File: src/rtl/pqe_pkg.sv
// ----------------------------------------------------------------------------
// pqe_pkg: shared types and constants for the PQ nearest-centroid encoder
// Sizes, config indices, command/status and stream payload structs.
// ----------------------------------------------------------------------------
package pqe_pkg;
  localparam int MAX_SUBSPACES = 8;
  localparam int MAX_SUB_WIDTH = 16;
  localparam int MAX_CODE_BITS = 8;

  localparam int SUB_W  = 3;
  localparam int CEN_W  = 8;
  localparam int DIM_W  = 4;
  localparam int ADDR_W = SUB_W + CEN_W + DIM_W;
  localparam int DIST_W = 38;

  localparam logic [1:0] CFG_SUBSPACE_COUNT = 2'd0;
  localparam logic [1:0] CFG_SUBSPACE_WIDTH = 2'd1;
  localparam logic [1:0] CFG_CODE_BITS      = 2'd2;

  localparam logic KIND_BOOK    = 1'b0;
  localparam logic KIND_ELEMENT = 1'b1;

  typedef struct packed {
    logic                  clear;    // start a centroid scan
    logic                  issue;    // issue a codebook read
    logic [CEN_W-1:0]      cen;
    logic [DIM_W-1:0]      dim;
    logic                  dim_last; // issued word is the last of its centroid
  } pqe_cmd_t;

  typedef struct packed {
    logic             busy;     // reads or accumulation still in flight
    logic [CEN_W-1:0] best;
  } pqe_stat_t;

  typedef struct packed {
    logic              kind;
    logic [SUB_W-1:0]  book_subspace;
    logic [CEN_W-1:0]  book_centroid;
    logic [DIM_W-1:0]  book_dim;
    logic signed [15:0] element;
  } pqe_in_t;

  typedef struct packed {
    logic [CEN_W-1:0] code;
    logic [SUB_W-1:0] code_subspace;
    logic             last;
  } pqe_out_t;
endpackage

File: src/rtl/pqe_ctrl.sv
// ----------------------------------------------------------------------------
// pqe_ctrl: scan sequencer
// Walks centroid by dimension over one subspace, waits for drain and a free
// output slot.
// ----------------------------------------------------------------------------
module pqe_ctrl (
  input  logic                       clk,
  input  logic                       rst_n,
  input  logic                       start,
  input  logic [pqe_pkg::DIM_W:0]    width,
  input  logic [3:0]                 bits,
  input  pqe_pkg::pqe_stat_t         stat,
  input  logic                       out_free,
  output pqe_pkg::pqe_cmd_t          cmd,
  output logic                       done,
  output logic                       idle
);
  import pqe_pkg::*;

  localparam logic [1:0] ST_IDLE  = 2'd0;
  localparam logic [1:0] ST_SCAN  = 2'd1;
  localparam logic [1:0] ST_DRAIN = 2'd2;

  logic [1:0]       state_r, state_nxt;
  logic [CEN_W:0]   cen_r, cen_nxt;
  logic [DIM_W-1:0] dim_r, dim_nxt;
  logic             dim_end, cen_end;
  logic [CEN_W:0]   ncent;

  assign ncent   = (CEN_W+1)'(1) << bits;
  assign dim_end = ((DIM_W+1)'(dim_r) + 1'b1) == width;
  assign cen_end = (cen_r + 1'b1) == ncent;

  always_comb begin
    state_nxt = state_r;
    cen_nxt   = cen_r;
    dim_nxt   = dim_r;
    cmd.clear = 1'b0;
    cmd.issue = 1'b0;
    cmd.cen   = cen_r[CEN_W-1:0];
    cmd.dim   = dim_r;
    cmd.dim_last = dim_end;
    done      = 1'b0;
    unique case (state_r)
      ST_IDLE: begin
        if (start) begin
          cmd.clear = 1'b1;
          cen_nxt   = '0;
          dim_nxt   = '0;
          state_nxt = ST_SCAN;
        end
      end
      ST_SCAN: begin
        cmd.issue = 1'b1;
        if (dim_end) begin
          dim_nxt = '0;
          cen_nxt = cen_r + 1'b1;
          if (cen_end) state_nxt = ST_DRAIN;
        end else begin
          dim_nxt = dim_r + 1'b1;
        end
      end
      ST_DRAIN: begin
        if (!stat.busy && out_free) begin
          done      = 1'b1;
          state_nxt = ST_IDLE;
        end
      end
      default: state_nxt = ST_IDLE;
    endcase
  end

  always_ff @(posedge clk) begin
    if (!rst_n) begin
      state_r <= ST_IDLE;
      cen_r   <= '0;
      dim_r   <= '0;
    end else begin
      state_r <= state_nxt;
      cen_r   <= cen_nxt;
      dim_r   <= dim_nxt;
    end
  end

  assign idle = (state_r == ST_IDLE);
endmodule

File: config.mk
export PLATFORM = sky130hd
export DESIGN_NAME = pqe_ctrl
export DESIGN_NICKNAME = d
export VERILOG_FILES = /design/src/rtl/pqe_pkg.sv /design/src/rtl/pqe_ctrl.sv
export SDC_FILE = /design/constraint.sdc
export NUM_CORES = 1
export LEC_CHECK = 0
export BUFFER_PORTS_ARGS = -buffer_cell sky130_fd_sc_hd__buf_2
export CAP_MARGIN = 20
export CORE_MARGIN = 2
export CORE_UTILIZATION = 45
export CTS_CLUSTER_DIAMETER = 40
export DETAILED_ROUTE_END_ITERATION = 10
export PLACE_DENSITY = 0.81
export SYNTH_ARGS = -nofsm -noshare
export SYNTH_HDL_FRONTEND = slang
export SYNTH_SLANG_ARGS = --single-unit
File: constraint.sdc
create_clock -name clk -period 5.2 [get_ports clk]
set_clock_uncertainty 0.2 [all_clocks]
set_input_delay 0.52 -clock clk [delete_from_list [all_inputs] [get_ports clk]]
set_output_delay 0.52 -clock clk [all_outputs]
set_load 0.005 [all_outputs]
==> results.yml, run 1 <==
status:
  status: "finished clean"
synthesis:
  netlist_area_um2: 1201
  syn_inst: 157
  ys_types: 43
  ys_seq_area_frac: 0.2500
  synth_ff_type: "dfxtp_1"
  async_flop_share: 0
  ys_seq_elements: 15
  yosysWarnings: 0
  synth_edf_count: 0
  syn_avg_cell_area_um2: 7.651
  syn_nets: 181
global_route:
  antenna_found_initial: 0
  grt_pass1_vias: 1154
  groute.usage.overall: 0.2032
  grt_overflow_total: 0
  grt_pass1_wl_um: 5037
  grt_max_degree: 18
worst_setup_path:
  startpoint: "dim_r[0]"
  setup.worst_path.class: "reg2out"
  r2r_cells: 7
  critPathMaxFanout: 6
  r2r_slack_ns: 2.58
  cp-end-kind: "primary output"
  cp.required_ns: 4.48
  start_kind: "flop"
  timing.rr.start: "dim_r[0]"
  crit_arrival_ns: 1.95
  r2r-end: "cen_r[8]"
sta:
  tightest_slew_ns: 0.5868
  fin_crit_sh: 0.5136
  fin_ws_ns: 2.529
  fin_crit_ns: 2.671
  tns_ns: 0
  whs_ns: 0.3148
  hold_viol_final: 0
  slew_headroom: 0.6046
  maxSlewViolCount: 0
  setup_viol: 0
  fmax_mhz: 374.5
  rsz0062_at_grt: "no"
drt:
  drc: 0
  drt.antenna.violating_nets: 0
  drt-total-wl_um: 2995
  post_drt_wl_per_cell_um: 14.54
  drtIter0Drc: 33
  num_vias: 1199
  post_drt_via_cell_ratio: 5.820
  drtPass1Iterations: 4
clock_network:
  clkTransAtPathRegs_ns: 0.11
  clk_latency_ns: 0.30
  cts-resized-gates: 0
  h-tree-depth: 1
  cts_num_sinks: 15
  cts_root_buf: "clkbuf_4"
  post_cts_buffers: 0
  cts_tree: "yes"
  cts_buffers: 3
  clockBufferDepth: 2
  ctsHoldBuffers: 0
worst_hold_path:
  hold_path.class: "reg2reg"
  holdPathStages: 2
  hold_start: "cen_r[8]"
  whs_endpoint: "cen_r[8]"
final_layout:
  layout_common_cells: "30 x buf_2, 17 x nor2_1, 15 x dfxtp_1, 10 x xnor2_1, 9 x o21ai_0"
  area_growth_pct: 10.21
  nNetsFinal: 201
  fillers: 256
  drive_above_1_share: 0.2159
  final_common_cell: "buf_2"
  num_antenna_cells: 0
power_and_ir_drop:
  power_density_nw_per_um2: 181.3
  total_leakage_power_nw: 0.6064
  ir_drop_uv: 140.7
  total_power_mw: 0.2400
run:
  drv_cap: 0
floorplanning:
  io_pins: 39
  die_height_um: 55.67
  start_util: 0.4805
  die_w_um: 55.67
  dieArea_um2: 3099
  rows: 18
  core_um2: 2500
place:
  place_ws_ns: 2.572
  io_buffers: 30
  gp_congestion: 0.8849
  hpwlAfterDp_um: 2316
-- final cells by class --
class,count,area [um^2],share of cell area
Timing Repair Buffer,30,150.1,0.1134
Multi-Input combinational cell,124,797.0,0.6021
Clock buffer,3,22.52,0.01701
Tap cell,30,37.54,0.02836
Clock inverter,1,5.005,0.003781
Sequential cell,15,300.3,0.2268
Inverter,3,11.26,0.008507
-- synthesized netlist by cell type, types with 3 or more instances --
cell	count	share of area
o21ai_0	9	0.037
o21a_1	3	0.019
dfxtp_1	15	0.25
and3_1	5	0.026
o21ai_1	3	0.012
a21oi_1	3	0.012
nand2b_1	3	0.016
inv_1	3	0.0094
nand3_1	8	0.033
xor2_1	5	0.036
nand2_1	8	0.025
nor3_1	6	0.025
xnor2_1	10	0.073
clkbuf_1	4	0.012
buf_4	9	0.056
a21boi_1	3	0.019
nor2_1	17	0.053
nor2b_1	6	0.031
o211a_1	3	0.025
-- layer usage --
| layer | vias to the layer above | track usage | wire length [um] |
|---|---|---|---|
| met5 | - | 0 | 0 |
| met4 | 0 | 0.1010 | 51 |
| met3 | 6 | 0.06047 | 123 |
| met2 | 31 | 0.3622 | 1553 |
| met1 | 569 | 0.2154 | 1267 |
| li1 | 593 | - | - |
-- flip-flops by register name, summed over array words and instances, names as in the netlist --
register / cells
state_r: 2
cen_r: 9
dim_r: 4
-- per-stage QoR --
stage,cell area [um^2],instances,util
finish,1324,206,0.5295
CTS,1324,206,0.5295
global placement,1296,202,0.5185
global route,1324,206,0.5295
floorplan,1201,157,-
detailed placement,1296,202,0.5185
-- worst max-delay path by stage --
stage	to	slack, ns	cells after the start
finish	cmd[0]	2.53	6
CTS	cmd[0]	2.55	6
global route	state_r[1]	2.27	8
floorplan	state_r[1]	2.97	8
detailed placement	state_r[1]	2.57	8
global placement	state_r[1]	2.62	8
-- worst max-delay path, cell delays in order (launching register included) --
cell     delay (ns)
dfxtp_1        0.44
ha_1           0.30
nor2b_1        0.09
o22ai_1        0.16
a22oi_1        0.12
nor2_1         0.34
buf_2          0.19
-- cell families after synthesis --
kind of cell	Yosys count	share of synthesized area
AO/OA/AOI/OAI	35	0.1969
XOR/XNOR	15	0.1094
adder cells (fa/ha/maj)	2	0.02083
buffers and inverters	18	0.08645
flip-flops	15	0.2500
multiplexers	2	0.01771
AND/OR/NAND/NOR	70	0.3188
-- power by group --
group | total (mW) | switching (mW) | internal [mW]
registers | 0.120 | 0.00316 | 0.117
clock network | 0.0704 | 0.0417 | 0.0287
logic | 0.0492 | 0.0289 | 0.0202
total | 0.240 | 0.0738 | 0.166
Note: power is estimated with default switching activity, not from simulation.
==> inputs of run 2 (changes only) <==
- clock period: 5.2 -> 2.6 ns (I/O delays scaled with it)
==> run 2 against run 1 <==
Power grew 100%. Global-route usage grew 0.91 points. Core utilization grew 1.4 points. Clock power grew 95%. Critical path depth grew 1. Flip-flop and latch count is the same. Register-to-register slack lost 2.3 ns. Non-clock buffer count grew 4. Count of clock-buffer cells in the layout grew 1. Sequential power grew 100%. Largest power group unchanged. Wire length grew 0.33%. Sequential share of layout area shrank 0.49 points.
==> results.yml, run 2 (synthesis gave the netlist of run 1 again) <==
drt:
  drt.antenna.violating_nets: 0
  drc: 0
  drtPass1Iterations: 5
  post_drt_via_cell_ratio: 5.800
  num_vias: 1218
  post_drt_wl_per_cell_um: 14.31
  drtIter0Drc: 26
  drt-total-wl_um: 3005
final_layout:
  num_antenna_cells: 0
  area_growth_pct: 13.12
  largest_register: "cen_r"
  largest_reg_flops: 9
  fillers: 256
  stdcell_count: 210
  nNetsFinal: 205
  top_regs: "cen_r (9), dim_r (4), state_r (2)"
  layout_common_cells: "30 x buf_2, 17 x nor2_1, 14 x dfxtp_1, 10 x xnor2_1, 9 x o21ai_0"
  drive_above_1_share: 0.2444
  final_common_cell: "buf_2"
clock_network:
  cts_buffers: 3
  clkTransAtPathRegs_ns: 0.09
  ctsHoldBuffers: 0
  clockBufferDepth: 2
  cts_num_sinks: 15
  h-tree-depth: 1
  cts_root_buf: "clkbuf_4"
  clk_latency_ns: 0.29
  cts_tree: "yes"
place:
  gp_congestion: 0.8717
  hpwlAfterDp_um: 2275
  io_buffers: 30
  dp_cells: 206
worst_hold_path:
  hold_path.class: "in2reg"
  hold_start: "rst_n"
worst_setup_path:
  path_buf_inv: 1
  cp.required_ns: 2.63
  timing.rr.start: "dim_r[0]"
  cp-end-kind: "flop"
  path_cells: "ha_2 > xnor2_1 > o2111ai_1 > or3b_4 > buf_4 > nor3_1 > o211a_1"
  cpPeakStageDelay_ns: 0.49
  cp_slowest_cell: "or3b_4"
  setup.worst_path.class: "reg2reg"
  critPathMaxFanout: 13
  crit_arrival_ns: 2.40
  start_kind: "flop"
  crit_family: "simple AND/OR/NAND/NOR gates"
  startpoint: "dim_r[0]"
global_route:
  grt_pass1_vias: 1208
  grt_max_degree: 18
  groute.usage.overall: 0.2123
  grt_overflow_total: 0
  grt_pass1_wl_um: 5319
  antenna_found_initial: 0
floorplanning:
  die_w_um: 55.67
  core_um2: 2500
  rows: 18
  die_height_um: 55.67
  dieArea_um2: 3099
  start_util: 0.4805
  io_pins: 39
sta:
  whs_ns: 0.1322
  fin_crit_sh: 0.9097
  tns_ns: 0
  setup_viol: 0
  fin_crit_ns: 2.365
  tightest_slew_ns: 0.4959
  hold_viol_final: 0
  maxSlewViolCount: 0
  rsz0062_at_grt: "no"
  slew_headroom: 0.6648
  fmax_mhz: 422.8
power_and_ir_drop:
  pwr-share-clk: 0.284
  seq_power_share: 0.499
  p_int_mw: 0.3410
  ir_drop_uv: 349.3
  power.share.switching: 0.2946
  total_leakage_power_nw: 0.6205
  p_switching_mw: 0.1424
  power_density_nw_per_um2: 355.7
  combinationalPowerShare: 0.217
run:
  drv_cap: 0
status:
  status: "finished clean"
[run 2: layer usage]
layer | part of all wire | routed length (um) | global-route usage | up-vias
met3 | 0.049 | 148 | 0.05581 | 8
met2 | 0.51 | 1527 | 0.3707 | 30
li1 | - | - | - | 601
met1 | 0.42 | 1255 | 0.2493 | 579
met4 | 0.025 | 74 | 0.07317 | 0
met5 | 0 | 0 | 0 | -
[run 2: worst reg2reg max path: cells and delay by family (launching register included)]
| kind | cells | cell delay (ns) |
|---|---|---|
| adders and majority gates | 1 | 0.30 |
| and+or+nand+nor | 2 | 0.71 |
| buffers and inverters | 1 | 0.18 |
| DFF | 1 | 0.39 |
| xor gates and xnor gates | 1 | 0.17 |
| AOI/OAI and AO/OA | 2 | 0.35 |
[run 2: worst paths after layout]
kind                            cells after the start  slack, ns        to
worst max register to register                      7       0.23  cen_r[7]
worst min-delay path                                2       0.13  cen_r[1]
worst min register to register                      2       0.33  cen_r[8]
worst max-delay path                                7       0.23  cen_r[7]
[run 2: per-stage QoR]
step	util	total power [mW]	setup WS (ns)	area, um^2
6_report	0.5435	0.4834	0.2349	1359
5_1_grt	0.5435	0.5155	0.06508	1359
4_1_cts	0.5410	0.4875	0.06289	1353
3_5_place_dp	0.5305	0.3494	0.1064	1326
3_3_place_gp	0.5305	0.3456	0.2174	1326
2_1_floorplan	-	0.3096	0.3769	1201
[run 2: area by class of cell]
class                           instances  area [um^2]  area share
Multi-Input combinational cell        124        802.0      0.5902
Tap cell                               30        37.54     0.02762
Inverter                                3        11.26    0.008287
Clock buffer                            4        26.28     0.01934
Timing Repair Buffer                   34        180.2      0.1326
Sequential cell                        15        301.5      0.2219
[run 2: timing repair]
action	4_1_cts	5_1_grt
buffers inserted	0	0
endpoints found under the setup margin	0	5
gates resized for setup	0	3
[run 2: power groups by stage]
stage	Clock, mW	Combinational (mW)	Sequential, mW
6_report	0.137	0.105	0.241
5_1_grt	0.153	0.121	0.242
4_1_cts	0.143	0.104	0.241
3_5_place_dp	0	0.103	0.246
3_3_place_gp	0	0.0999	0.246
2_1_floorplan	0	0.0645	0.245
==> inputs of run 3 (changes only) <==
- REMOVE_ABC_BUFFERS: not set -> 1
==> run 3 against run 2 <==
Count of clock-buffer cells in the layout fell by 1. First-iteration DRC count grew 120%. Maximum frequency is 2.4% lower. Combinational power barely moved. Worst hold slack got worse by 0.0023 ns. Via count down 0.57%. Critical path depth is 1 lower. Final cell count decreased by 0.95%. Critical path type unchanged.
==> results.yml, run 3 (synthesis gave the netlist of run 1 again) <==
sta:
  hold_viol_final: 0
  setup_viol: 0
  fin_ws_ns: 0.1777
  slew_headroom: 0.7208
  fmax_mhz: 412.8
  tightest_slew_ns: 0.4130
  fin_crit_ns: 2.422
  maxSlewViolCount: 0
  fin_crit_sh: 0.9317
  tns_ns: 0
  rsz0062_at_grt: "no"
worst_setup_path:
  cp-end-kind: "flop"
  setup.worst_path.class: "reg2reg"
  r2r_slack_ns: 0.18
  crit_family: "simple AND/OR/NAND/NOR gates"
  path_buf_inv: 0
  path_cells: "ha_2 > xnor2_1 > o2111ai_1 > or3b_4 > or3b_1 > a21boi_1"
  crit_arrival_ns: 2.46
  cp.required_ns: 2.64
  cp_slowest_cell: "or3b_4"
  cpPeakStageDelay_ns: 0.52
  start_kind: "flop"
  critPathMaxFanout: 17
run:
  drv_cap: 0
global_route:
  antenna_found_initial: 0
  grt_pass1_vias: 1185
  grt_pass1_wl_um: 5023
  groute.usage.overall: 0.1957
  grt_max_degree: 18
  grt_overflow_total: 0
clock_network:
  clkTransAtPathRegs_ns: 0.10
  cts_buffers: 3
  cts_num_sinks: 15
  cts_root_buf: "clkbuf_4"
  clk_latency_ns: 0.30
  ctsHoldBuffers: 0
  clockBufferDepth: 2
  h-tree-depth: 1
  cts_tree: "yes"
floorplanning:
  dieArea_um2: 3099
  core_um2: 2500
  rows: 18
  io_pins: 39
  start_util: 0.4805
  die_height_um: 55.67
  die_w_um: 55.67
place:
  gp_congestion: 0.8542
  hpwlAfterDp_um: 2253
  place_ws_ns: 0.06212
  io_buffers: 30
power_and_ir_drop:
  ir_drop_uv: 245.0
  total_leakage_power_nw: 0.6151
  power_density_nw_per_um2: 361.3
final_layout:
  top_regs: "cen_r (9), dim_r (4), state_r (2)"
  num_antenna_cells: 0
  largest_register: "cen_r"
  final_common_cell: "buf_2"
  area_growth_pct: 12.19
  drive_above_1_share: 0.2416
  nNetsFinal: 203
  layout_common_cells: "30 x buf_2, 17 x nor2_1, 15 x dfxtp_1, 10 x xnor2_1"
  largest_reg_flops: 9
drt:
  post_drt_via_cell_ratio: 5.822
  drt.antenna.violating_nets: 0
  post_drt_wl_per_cell_um: 14.07
  drt-total-wl_um: 2926
  num_vias: 1211
  drtPass1Iterations: 4
  drtIter0Drc: 57
  drc: 0
worst_hold_path:
  hold_path.class: "in2reg"
status:
  status: "finished clean"
[run 3: cell types whose count changed in the layout (fill, tap and decap cells not counted)]
cell,previous run,this run
buf_4,4,2
o21ai_0,9,8
o21ai_2,0,1
clkbuf_1,1,0
dfxtp_2,1,0
dfxtp_1,14,15
clkinv_2,0,1
[run 3: area by class of cell]
type                       count  area (um^2)
clock buffer                   3        22.52
clock inverter                 1        5.005
multi-input combinational    124        805.8
timing repair buffer          32        165.2
sequential                    15        300.3
fill                         253         1152
tap                           30        37.54
inverter                       3        11.26
[run 3: where the power goes]
part,internal [mW],leakage (nW),switching [mW]
Sequential,0.235,0.121,0.00645
Clock,0.0574,0.0177,0.0846
Combinational,0.0442,0.476,0.0597
[run 3: path summary, 6_finish.rpt]
check / startpoint / end / depth (start not counted)
hold reg to reg: cen_r[8] / cen_r[8] / 2
setup / recovery: dim_r[0] / cen_r[2] / 6
setup reg to reg: dim_r[0] / cen_r[2] / 6
hold / removal: rst_n / cen_r[4] / 2
[run 3: routing by layer]
metal | vias to the layer above | wire length, um | global-route usage
met2 | 45 | 1450 | 0.3418
met4 | 0 | 113 | 0.1010
li1 | 597 | - | -
met5 | - | 0 | 0
met3 | 13 | 152 | 0.03488
met1 | 556 | 1210 | 0.2257
[run 3: through the flow]
stage / cell area [um^2] / utilization / hold slack, ns / power, mW / std cells
5_1_grt: 1348 / 0.5390 / 0.1325 / 0.5106 / 208
4_1_cts: 1339 / 0.5355 / 0.1258 / 0.4851 / 208
6_report: 1348 / 0.5390 / 0.1299 / 0.4869 / 208
3_5_place_dp: 1311 / 0.5245 / 0.2929 / 0.3463 / 204
3_3_place_gp: 1311 / 0.5245 / 0.2893 / 0.3415 / 204
2_1_floorplan: 1109 / - / 0.1746 / 0.3021 / 142
[run 3: worst register-to-register path, stage by stage, from the launching register on]
cell and delay (ns):
dfxtp_1 0.43, ha_2 0.32, xnor2_1 0.15, o2111ai_1 0.20
or3b_4 0.52, or3b_1 0.40, a21boi_1 0.14
[run 3: timing repair]
action	4_1_cts	5_1_grt
setup endpoints to repair	0	11
resized for setup	0	4
buffers inserted	0	0
